<file path="config.mk">
export PLATFORM = sky130hd
export DESIGN_NAME = fixed_capacity_id_set
export DESIGN_NICKNAME = d
export VERILOG_FILES = /design/src/fcis_pkg.sv /design/src/fixed_capacity_id_set.sv
export SDC_FILE = /design/constraint.sdc
export NUM_CORES = 1
export LEC_CHECK = 0
export BUFFER_PORTS_ARGS = -buffer_cell sky130_fd_sc_hd__buf_2
export CAP_MARGIN = 20
export CELL_PAD_IN_SITES_DETAIL_PLACEMENT = 1
export CELL_PAD_IN_SITES_GLOBAL_PLACEMENT = 1
export CORE_ASPECT_RATIO = 1.75
export CORE_MARGIN = 2
export CORE_UTILIZATION = 58
export DETAILED_ROUTE_END_ITERATION = 6
export GPL_ROUTABILITY_DRIVEN = 1
export GPL_TIMING_DRIVEN = 0
export PLACE_DENSITY_LB_ADDON = 0.1
export SLEW_MARGIN = 10
export SYNTH_ARGS = -nofsm -noshare
export SYNTH_HDL_FRONTEND = slang
export SYNTH_SLANG_ARGS = --single-unit
export TNS_END_PERCENT = 10
</file>
<file path="constraint.sdc">
create_clock -name clk -period 6.16 [get_ports clk]
set_clock_uncertainty 0.15 [all_clocks]
set_input_delay 0.924 -clock clk [delete_from_list [all_inputs] [get_ports clk]]
set_output_delay 0.924 -clock clk [all_outputs]
set_load 0.05 [all_outputs]
</file>
<file path="src/fcis_pkg.sv">
package fcis_pkg;

  // Table geometry
  localparam int SLOTS    = 16;
  localparam int ID_WIDTH = 16;

  // Stored id width: ids are 16-bit fields, masked to ID_WIDTH
  localparam int IDW   = (ID_WIDTH < 16) ? ID_WIDTH : 16;
  localparam int IDX_W = $clog2(SLOTS);
  localparam int CNT_W = $clog2(SLOTS + 1);
  localparam int CMP_W = (CNT_W > 5) ? CNT_W : 5;

  // Word layout
  localparam int IN_DATA_W  = 24;
  localparam int OUT_DATA_W = 24;

  // Operation codes
  localparam logic [2:0] FN_ADD      = 3'd0;
  localparam logic [2:0] FN_REMOVE   = 3'd1;
  localparam logic [2:0] FN_CONTAINS = 3'd2;
  localparam logic [2:0] FN_FIRST    = 3'd3;
  localparam logic [2:0] FN_LIST     = 3'd4;

endpackage

</file>
<file path="src/fixed_capacity_id_set.sv">
// Channel  Dir  Ports                       Contents
// in       in   in_tvalid/in_tready         tdata: id[15:0], list_limit[20:16]
//                                           tuser: func[2:0]
// out      out  out_tvalid/out_tready       tdata: id_out[15:0], count[20:16],
//                                           full_res[21], empty_res[22]
//                                           tuser: status[0], found[1]
//                                           tlast: last result of a request
//
// Each request scans all SLOTS slots through one memory read port and one
// id comparator, one slot per cycle while the output is not stalled. A
// request goes through the slot reads, the compare of the last slot, a drain
// step, the result step and the idle state that takes the next word.
// in_tready is high only while idle. A list request emits one word per used
// slot, up to its limit; the scan holds while the output register is full
// and not taken.
// Synchronous active-low reset empties the table at once (valid bits clear).
module fixed_capacity_id_set (
  input  logic                                clk,
  input  logic                                rst_n,
  input  logic                                in_tvalid,
  output logic                                in_tready,
  input  logic [fcis_pkg::IN_DATA_W-1:0]      in_tdata,   // id[15:0], list_limit[20:16]
  input  logic [2:0]                          in_tuser,   // func[2:0]
  output logic                                out_tvalid,
  input  logic                                out_tready,
  output logic [fcis_pkg::OUT_DATA_W-1:0]     out_tdata,  // id_out, count, full, empty
  output logic [1:0]                          out_tuser,  // status, found
  output logic                                out_tlast
);
  import fcis_pkg::*;

  typedef enum logic [2:0] {
    ST_IDLE = 3'b001,
    ST_SCAN = 3'b010,
    ST_DONE = 3'b100
  } state_t;

  state_t             state_r;

  // Request registers
  logic [2:0]         func_r;
  logic [IDW-1:0]     id_r;
  logic [4:0]         total_r;      // list length, min(count, limit)

  // Table
  logic [IDW-1:0]     mem [SLOTS];
  logic [SLOTS-1:0]   used_r;
  logic [CNT_W-1:0]   count_r;

  // Scan pipeline: address stage, then data stage
  logic [IDX_W:0]     idx_r;
  logic               b_vld_r;
  logic [IDX_W-1:0]   b_idx_r;
  logic               b_used_r;
  logic [IDW-1:0]     rd_data_r;

  // Scan results
  logic               match_r;
  logic [IDX_W-1:0]   match_idx_r;
  logic               free_found_r;
  logic [IDX_W-1:0]   free_idx_r;
  logic               first_found_r;
  logic [IDW-1:0]     first_val_r;
  logic [4:0]         n_r;

  // Output register
  logic               out_valid_r;
  logic               o_status_r;
  logic               o_found_r;
  logic [IDW-1:0]     o_id_r;
  logic [4:0]         o_count_r;
  logic               o_full_r;
  logic               o_empty_r;
  logic               o_last_r;

  logic               accept;
  logic               step_ok;
  logic               rd_en;
  logic               hit;
  logic               id_nz;
  logic               is_full;
  logic               emit;
  logic               e_status;
  logic               e_found;
  logic [IDW-1:0]     e_id;
  logic               e_last;
  logic               do_add;
  logic               do_remove;
  logic [CNT_W-1:0]   count_nxt;
  logic [CMP_W-1:0]   cnt_ext;
  logic [CMP_W-1:0]   lim_ext;

  assign in_tready = (state_r == ST_IDLE);
  assign accept    = in_tvalid && in_tready;
  assign step_ok   = !out_valid_r || out_tready;
  assign rd_en     = (state_r == ST_SCAN) && step_ok && (idx_r < (IDX_W+1)'(SLOTS));
  assign hit       = b_used_r && (rd_data_r == id_r);
  assign id_nz     = (id_r != '0);
  assign is_full   = (count_r == CNT_W'(SLOTS));

  assign cnt_ext = CMP_W'(count_r);
  assign lim_ext = CMP_W'(in_tdata[20:16]);

  // Result selection: list words during the scan, else one word at the end
  always_comb begin
    emit      = 1'b0;
    e_status  = 1'b0;
    e_found   = 1'b0;
    e_id      = '0;
    e_last    = 1'b1;
    do_add    = 1'b0;
    do_remove = 1'b0;
    count_nxt = count_r;
    if (state_r == ST_SCAN) begin
      if (step_ok && b_vld_r && func_r == FN_LIST && b_used_r && n_r < total_r) begin
        emit    = 1'b1;
        e_found = 1'b1;
        e_id    = rd_data_r;
        e_last  = (5'(n_r + 5'd1) == total_r);
      end
    end else if (state_r == ST_DONE && step_ok) begin
      emit = 1'b1;
      case (func_r)
        FN_ADD: begin
          if (!id_nz || is_full || match_r || !free_found_r) begin
            e_status = 1'b1;
          end else begin
            do_add    = 1'b1;
            count_nxt = count_r + 1'b1;
          end
        end
        FN_REMOVE: begin
          if (!id_nz || !match_r) begin
            e_status = 1'b1;
          end else begin
            do_remove = 1'b1;
            if (count_r != '0) begin
              count_nxt = count_r - 1'b1;
            end
          end
        end
        FN_CONTAINS: e_found = id_nz && match_r;
        FN_FIRST: begin
          e_found = first_found_r;
          e_id    = first_found_r ? first_val_r : '0;
        end
        FN_LIST: emit = (total_r == 5'd0);   // empty list: one word
        default: e_status = 1'b1;
      endcase
    end
  end

  // Control state
  always_ff @(posedge clk) begin
    if (!rst_n) begin
      state_r       <= ST_IDLE;
      used_r        <= '0;
      count_r       <= '0;
      b_vld_r       <= 1'b0;
      out_valid_r   <= 1'b0;
      match_r       <= 1'b0;
      free_found_r  <= 1'b0;
      first_found_r <= 1'b0;
      n_r           <= '0;
      idx_r         <= '0;
    end else begin
      if (emit) begin
        out_valid_r <= 1'b1;
      end else if (out_tready) begin
        out_valid_r <= 1'b0;
      end
      case (state_r)
        ST_IDLE: begin
          if (accept) begin
            state_r       <= ST_SCAN;
            idx_r         <= '0;
            b_vld_r       <= 1'b0;
            match_r       <= 1'b0;
            free_found_r  <= 1'b0;
            first_found_r <= 1'b0;
            n_r           <= '0;
          end
        end
        ST_SCAN: begin
          if (step_ok) begin
            if (b_vld_r) begin
              if (hit && !match_r) begin
                match_r <= 1'b1;
              end
              if (!b_used_r && !free_found_r) begin
                free_found_r <= 1'b1;
              end
              if (b_used_r && !first_found_r) begin
                first_found_r <= 1'b1;
              end
              if (emit) begin
                n_r <= n_r + 5'd1;
              end
            end
            if (rd_en) begin
              idx_r   <= idx_r + 1'b1;
              b_vld_r <= 1'b1;
            end else begin
              b_vld_r <= 1'b0;
              if (!b_vld_r) begin
                state_r <= ST_DONE;
              end
            end
          end
        end
        ST_DONE: begin
          if (step_ok) begin
            state_r <= ST_IDLE;
            count_r <= count_nxt;
            if (do_add) begin
              used_r[free_idx_r] <= 1'b1;
            end
            if (do_remove) begin
              used_r[match_idx_r] <= 1'b0;
            end
          end
        end
        default: state_r <= ST_IDLE;
      endcase
    end
  end

  // Datapath registers
  always_ff @(posedge clk) begin
    if (accept) begin
      func_r  <= in_tuser;
      id_r    <= in_tdata[IDW-1:0];
      total_r <= (cnt_ext < lim_ext) ? 5'(cnt_ext) : in_tdata[20:16];
    end
    if (rd_en) begin
      b_idx_r  <= idx_r[IDX_W-1:0];
      b_used_r <= used_r[idx_r[IDX_W-1:0]];
    end
    if (state_r == ST_SCAN && step_ok && b_vld_r) begin
      if (hit && !match_r) begin
        match_idx_r <= b_idx_r;
      end
      if (!b_used_r && !free_found_r) begin
        free_idx_r <= b_idx_r;
      end
      if (b_used_r && !first_found_r) begin
        first_val_r <= rd_data_r;
      end
    end
    if (emit) begin
      o_status_r <= e_status;
      o_found_r  <= e_found;
      o_id_r     <= e_id;
      o_count_r  <= 5'(count_nxt);
      o_full_r   <= (count_nxt == CNT_W'(SLOTS));
      o_empty_r  <= (count_nxt == '0);
      o_last_r   <= e_last;
    end
  end

  // Slot memory: one write port, one registered read port
  always_ff @(posedge clk) begin
    if (do_add) begin
      mem[free_idx_r] <= id_r;
    end
    if (rd_en) begin
      rd_data_r <= mem[idx_r[IDX_W-1:0]];
    end
  end

  assign out_tvalid = out_valid_r;
  assign out_tdata  = {1'b0, o_empty_r, o_full_r, o_count_r, 16'(o_id_r)};
  assign out_tuser  = {o_found_r, o_status_r};
  assign out_tlast  = o_last_r;

endmodule

</file>
# == After elaboration in Yosys (flattened, before gate mapping) ==
# Memory sizes are Yosys's and may differ from the RTL's. A register that Yosys moved wholly into a read port is not among the register bits.
# Cells that the tools add are included.
# word_totals
romBits,0
mem_bits_rw,256
in_bits,31
wordCells,187
register_bits,118
latch_bits,0
output_inout_bits,29
n_memories,1
# mem_list
memory,words,word_bits,rd,rd_clocked_by_memory_dff,wr,line_no,source
mem,16,16,1,1,1,fixed_capacity_id_set.sv:46,logic [IDW-1:0] mem [SLOTS];
# op_classes
n_div,0
mux,75
n_reduce_logical,48
order_cmp,8
n_addsub,4
n_eq_ne,22
mul,0
bitwise,4
shift,0
# ops
cell,n
$mux 16,10
$mux 5,12
$mux 1,35
$pmux 5 s2,3
$reduce_and 5->1,5
$and 16x16->16,1
$eq 16x16->1,1
$logic_and 1x1->1,16
$not 16->16,1
$or 16x16->16,1
$reduce_bool 16->1,1
$add 5x1->5 const B,3
$lt 4x5->1 const B,3
$mux 3,5
$ne 2x2->1 const B,7
$eq 5x5->1 const B,2
$logic_not 5->1,2
$lt 5x5->1,2
$pmux 1 s2,5
$reduce_and 2->1,5
$eq 3x2->1 const B,3
$pmux 3 s3,1
$demux 1 s4,2
$ge 4x1->1 const B,2
18 further kinds,33

# == Logic depth before layout (Yosys ltp) ==
# depth
ltp_word,15
depth_mapped,9
depth_no_buf,8

# == Worst setup path after synthesis ==
# OpenSTA, ideal clock, no wires.
# synth_path
path_kind,in2reg
from,in out_tready
to,reg idx_r[3]
required_ns,5.887
setup_slack_ns,2.122
path_buffers,0
stages,6
setup_time_ns,0.123
arrival_time_ns,3.764
path_cell_list,nor2b_1 -> nor4_1 -> nand2b_1 -> nand4_1 -> xor2_1 -> nor2_1
# synth_between
elab_chain_cells,5
elab_cells_between_ends,6
classes_between,2 x eq/ne; 4 x reduce/logical
# synth_rtl
element,line_no,source
"start, declared",fixed_capacity_id_set.sv:25,"input logic out_tready,"
$logic_or 1x1->1,fixed_capacity_id_set.sv:95,assign step_ok = !out_valid_r || out_tready;
$logic_and 1x1->1 (2 in series),fixed_capacity_id_set.sv:96,assign rd_en = (state_r == ST_SCAN) && step_ok && (idx_r < (IDX_W+1)'(SLOTS));
via rd_en,fixed_capacity_id_set.sv:78,logic rd_en;
$ne 2x2->1 (no line),n/a,
$reduce_and 4->1 (no line),n/a,
"end signal, assigned",fixed_capacity_id_set.sv:201,idx_r <= idx_r + 1'b1;
"end, declared",fixed_capacity_id_set.sv:51,logic [IDX_W:0] idx_r;
# The timed path passes the listed nets, and every way through them passes these cells.
# A chain may end at the register's enable or synchronous reset.

# == Final worst setup path ==
# layout_path
from,reg idx_r[1]
to,"reg rd_data_r[14], read port of mem (data pin)"
# layout_between
elab_chain_cells,2
# layout_rtl
element,line_no,source
$lt 5x5->1,fixed_capacity_id_set.sv:96,
$logic_and 1x1->1,fixed_capacity_id_set.sv:96,
"end, declared",fixed_capacity_id_set.sv:55,logic [IDW-1:0] rd_data_r;
# Several ways; a longest one is shown, not always the timed one.

==> impl_metrics.py <==
metrics = {
    "place": {
        "io_buffer_count": 54,
        "place_ws_ns": 2.345,
        "hpwl_mm": 27.31,
        "place.gp.congestion": 0.9035,
        "dpl_cell_area_mm2": 0.01648,
    },
    "detailed_routing": {
        "met3_length_mm": 1.995,
        "drt_wl_total_mm": 40.11,
        "wirelength_met1_mm": 13.78,
        "ant_nets": 0,
        "via_per_inst": 6.551,
        "routed-via-count": 8365,
        "routed.top_layer": "met4",
        "wl_met2_mm": 21.52,
        "wire_per_inst_um": 31.41,
        "first_pass_iters": 5,
        "first_iter_violations": 668,
        "drc": 0,
    },
    "pwr": {
        "power_frac_seq_pct": 56.2,
        "clockPowerShare_pct": 39.8,
        "p_sw_mw": 1.091,
        "intPower_mw": 4.162,
        "pwr-share-comb_pct": 3.9,
        "power_density_mw_per_mm2": 298.4,
        "p_leak_nw": 5.650,
        "swShare_pct": 20.77,
        "worst_ir_drop_vdd_mv": 0.3324,
    },
    "layout": {
        "layout-drive-gt1-share_pct": 27.49,
        "multiInputGateArea_mm2": 0.004020,
        "regArea_mm2": 0.01132,
        "fin_nets": 973,
        "syn_to_final_growth_pct": 13.47,
        "fin_area_mm2": 0.01760,
        "antenna_cells": 0,
        "fillers": 2240,
    },
    "critical_path": {
        "cp_top_family": "buffers and inverters",
        "arrival_ns": 3.70,
        "crit_type": "reg -> reg",
        "cp.required_ns": 6.25,
        "path_cells": "clkbuf_1 -> buf_1 -> clkbuf_1 -> mux4_2 -> mux4_2",
        "startpoint_type": "flip-flop",
        "crit_slowest_cell": "buf_1",
        "critical_path.max_stage_delay_ns": 0.76,
        "crit_buf_inv": 3,
        "crit_path_end_kind": "flip-flop",
        "cp_max_fo": 10,
    },
    "logic_synthesis": {
        "synth_most_common_cell": "edfxtp_1",
        "async_flop_share_pct": 0,
        "ys_seq_area_share_pct": 72.98,
        "synthTopCellsByCount": "edfxtp_1, mux4_2, dfxtp_1",
        "synth_edf_count": 351,
        "avgSynthCellArea_um2": 18.96,
        "syn_inst": 818,
        "ys_warn_count": 0,
        "synthTopCellsByArea": "edfxtp_1, mux4_2, dfxtp_1",
        "ys_types": 61,
        "synthFlopType": "edfxtp_1",
        "syn_area_mm2": 0.01551,
        "synth-seq-cells": 390,
        "synth_top_cell_area_share_pct": 67.95,
        "synth_area_leader_cell": "edfxtp_1",
        "synth_fp_nets": 862,
    },
    "run_status": {
        "status": "complete, no violations",
    },
    "die": {
        "fp.coreArea_mm2": 0.02649,
        "fp-row-count": 79,
        "dieArea_mm2": 0.02812,
        "dieHeight_um": 220.3,
        "io_pins": 60,
        "die_w_um": 127.6,
        "initial_utilization_pct": 58.56,
    },
    "timing": {
        "hold_viol_final": 0,
        "rsz0062_at_grt": "false",
        "slew_viol_final": 0,
        "timing.hold.ws_ns": 0.3037,
        "fin_crit_sh_pct": 58.59,
        "worstMarginPinSlew_ns": 1.015,
        "fin_crit_ns": 3.609,
        "fin_ws_ns": 2.551,
        "finalSetupViolCount": 0,
        "slew_headroom_pct": 32.33,
        "fin_tns_setup_ns": 0,
        "fmax_ghz": 0.2771,
    },
    "clock_network": {
        "cts_sinks": 390,
        "ctsLongestPathBuffers": 3,
        "ctsHoldBuffers": 0,
        "path_clk_slew_ns": 0.07,
        "root_buffer": "clkbuf_16",
        "cts_max_level": 2,
        "clk_latency_ns": 0.53,
        "numCtsBuffers": 35,
        "cts_tree": "yes",
        "cts_setup_buffers": 0,
        "cts_resized": 0,
    },
    "global_routing": {
        "grt_pass1_vias": 9133,
        "antenna_found_initial": 0,
        "grt_overflow": 0,
        "grtUsageTotal_pct": 29.62,
        "grt_max_degree": 27,
        "grt_pass1_wl_mm": 59.09,
    },
    "worst_hold_path": {
        "hp-class": "reg -> reg",
    },
    "job": {
        "max_cap_violations": 0,
    },
}
[stage by stage]
step,utilization [%],total power [mW],std cells
2_1_floorplan,-,3.129,818
3_3_place_gp,61.11,3.200,1196
3_5_place_dp,62.21,3.217,1214
4_1_cts,66.30,5.276,1275
5_1_grt,66.45,5.380,1277
6_report,66.45,5.252,1277
[power by group through the flow]
stage          Clock (mW)  Sequential (mW)  Combinational, mW
2_1_floorplan           0             2.99              0.143
3_3_place_gp            0             3.00              0.196
3_5_place_dp            0             3.01              0.206
4_1_cts              2.11             2.95              0.208
5_1_grt              2.20             2.96              0.220
6_report             2.09             2.95              0.206
[layout by cell type, fill, tap and decap left out, types with 6 or more instances in the layout]
master and instances:
buf_4 11, nor3_1 14, nand2b_1 14, edfxtp_1 351, o21ai_0 9, clkbuf_8 6
nand2_1 21, clkinv_2 6, xnor2_1 9, a22o_1 17, inv_1 21, dfxtp_1 39
nor2_4 7, nor4_1 7, a21oi_1 9, buf_6 6, xor2_1 19, nor2_1 26
clkbuf_1 27, o21a_1 10, clkbuf_16 37, nand3_1 12, buf_8 7, buf_2 64
ha_1 13, nand4_1 7, mux4_2 85, nor2_2 6
[flip-flops by register name, summed over array words and instances, names as in the netlist, 5 cells and up]
register,count
mem,256
total_r,5
o_count_r,5
idx_r,5
rd_data_r,16
first_val_r,16
n_r,5
id_r,16
cnt_ext,5
o_id_r,16
used_r,16
[final cells by class]
type	instances	area share, %
tap	324	2.303
clock inverter	11	0.2772
clock buffer	50	5.879
buffer	37	0.9667
timing repair buffer	74	2.929
sequential	390	64.32
inverter	23	0.4905
multi-input combinational	368	22.84
[cell families after synthesis]
family                     Yosys count  synth area share [%]
AOI/OAI and AO/OA                   85                 4.194
xor gates and xnor gates            28                 1.581
adders and majority gates           13                 1.049
buffers and inverters               60                 1.654
DFF                                390                 72.98
muxes                               91                 12.74
other                                1               0.02417
and+or+nand+nor                    150                 5.775
[metal layers]
| metal | track usage (%) | up-vias |
|---|---|---|
| met1 | 33.21 | 4360 |
| li1 | - | 3531 |
| met5 | 0 | - |
| met2 | 53.21 | 342 |
| met3 | 4.425 | 132 |
| met4 | 17.88 | 0 |
[final timing paths]
kind	end	cells past startpoint	start	slack [ns]
hold / removal	match_idx_r[2]$_DFFE_PP_	0	b_idx_r[2]$_DFFE_PP_	0.30
setup / recovery	rd_data_r[14]$_DFFE_PP_	5	idx_r[1]$_SDFFE_PN0P_	2.55
hold reg to reg	match_idx_r[2]$_DFFE_PP_	0	b_idx_r[2]$_DFFE_PP_	0.30
setup reg to reg	rd_data_r[14]$_DFFE_PP_	5	idx_r[1]$_SDFFE_PN0P_	2.55
(Power assumes the default switching activity.)
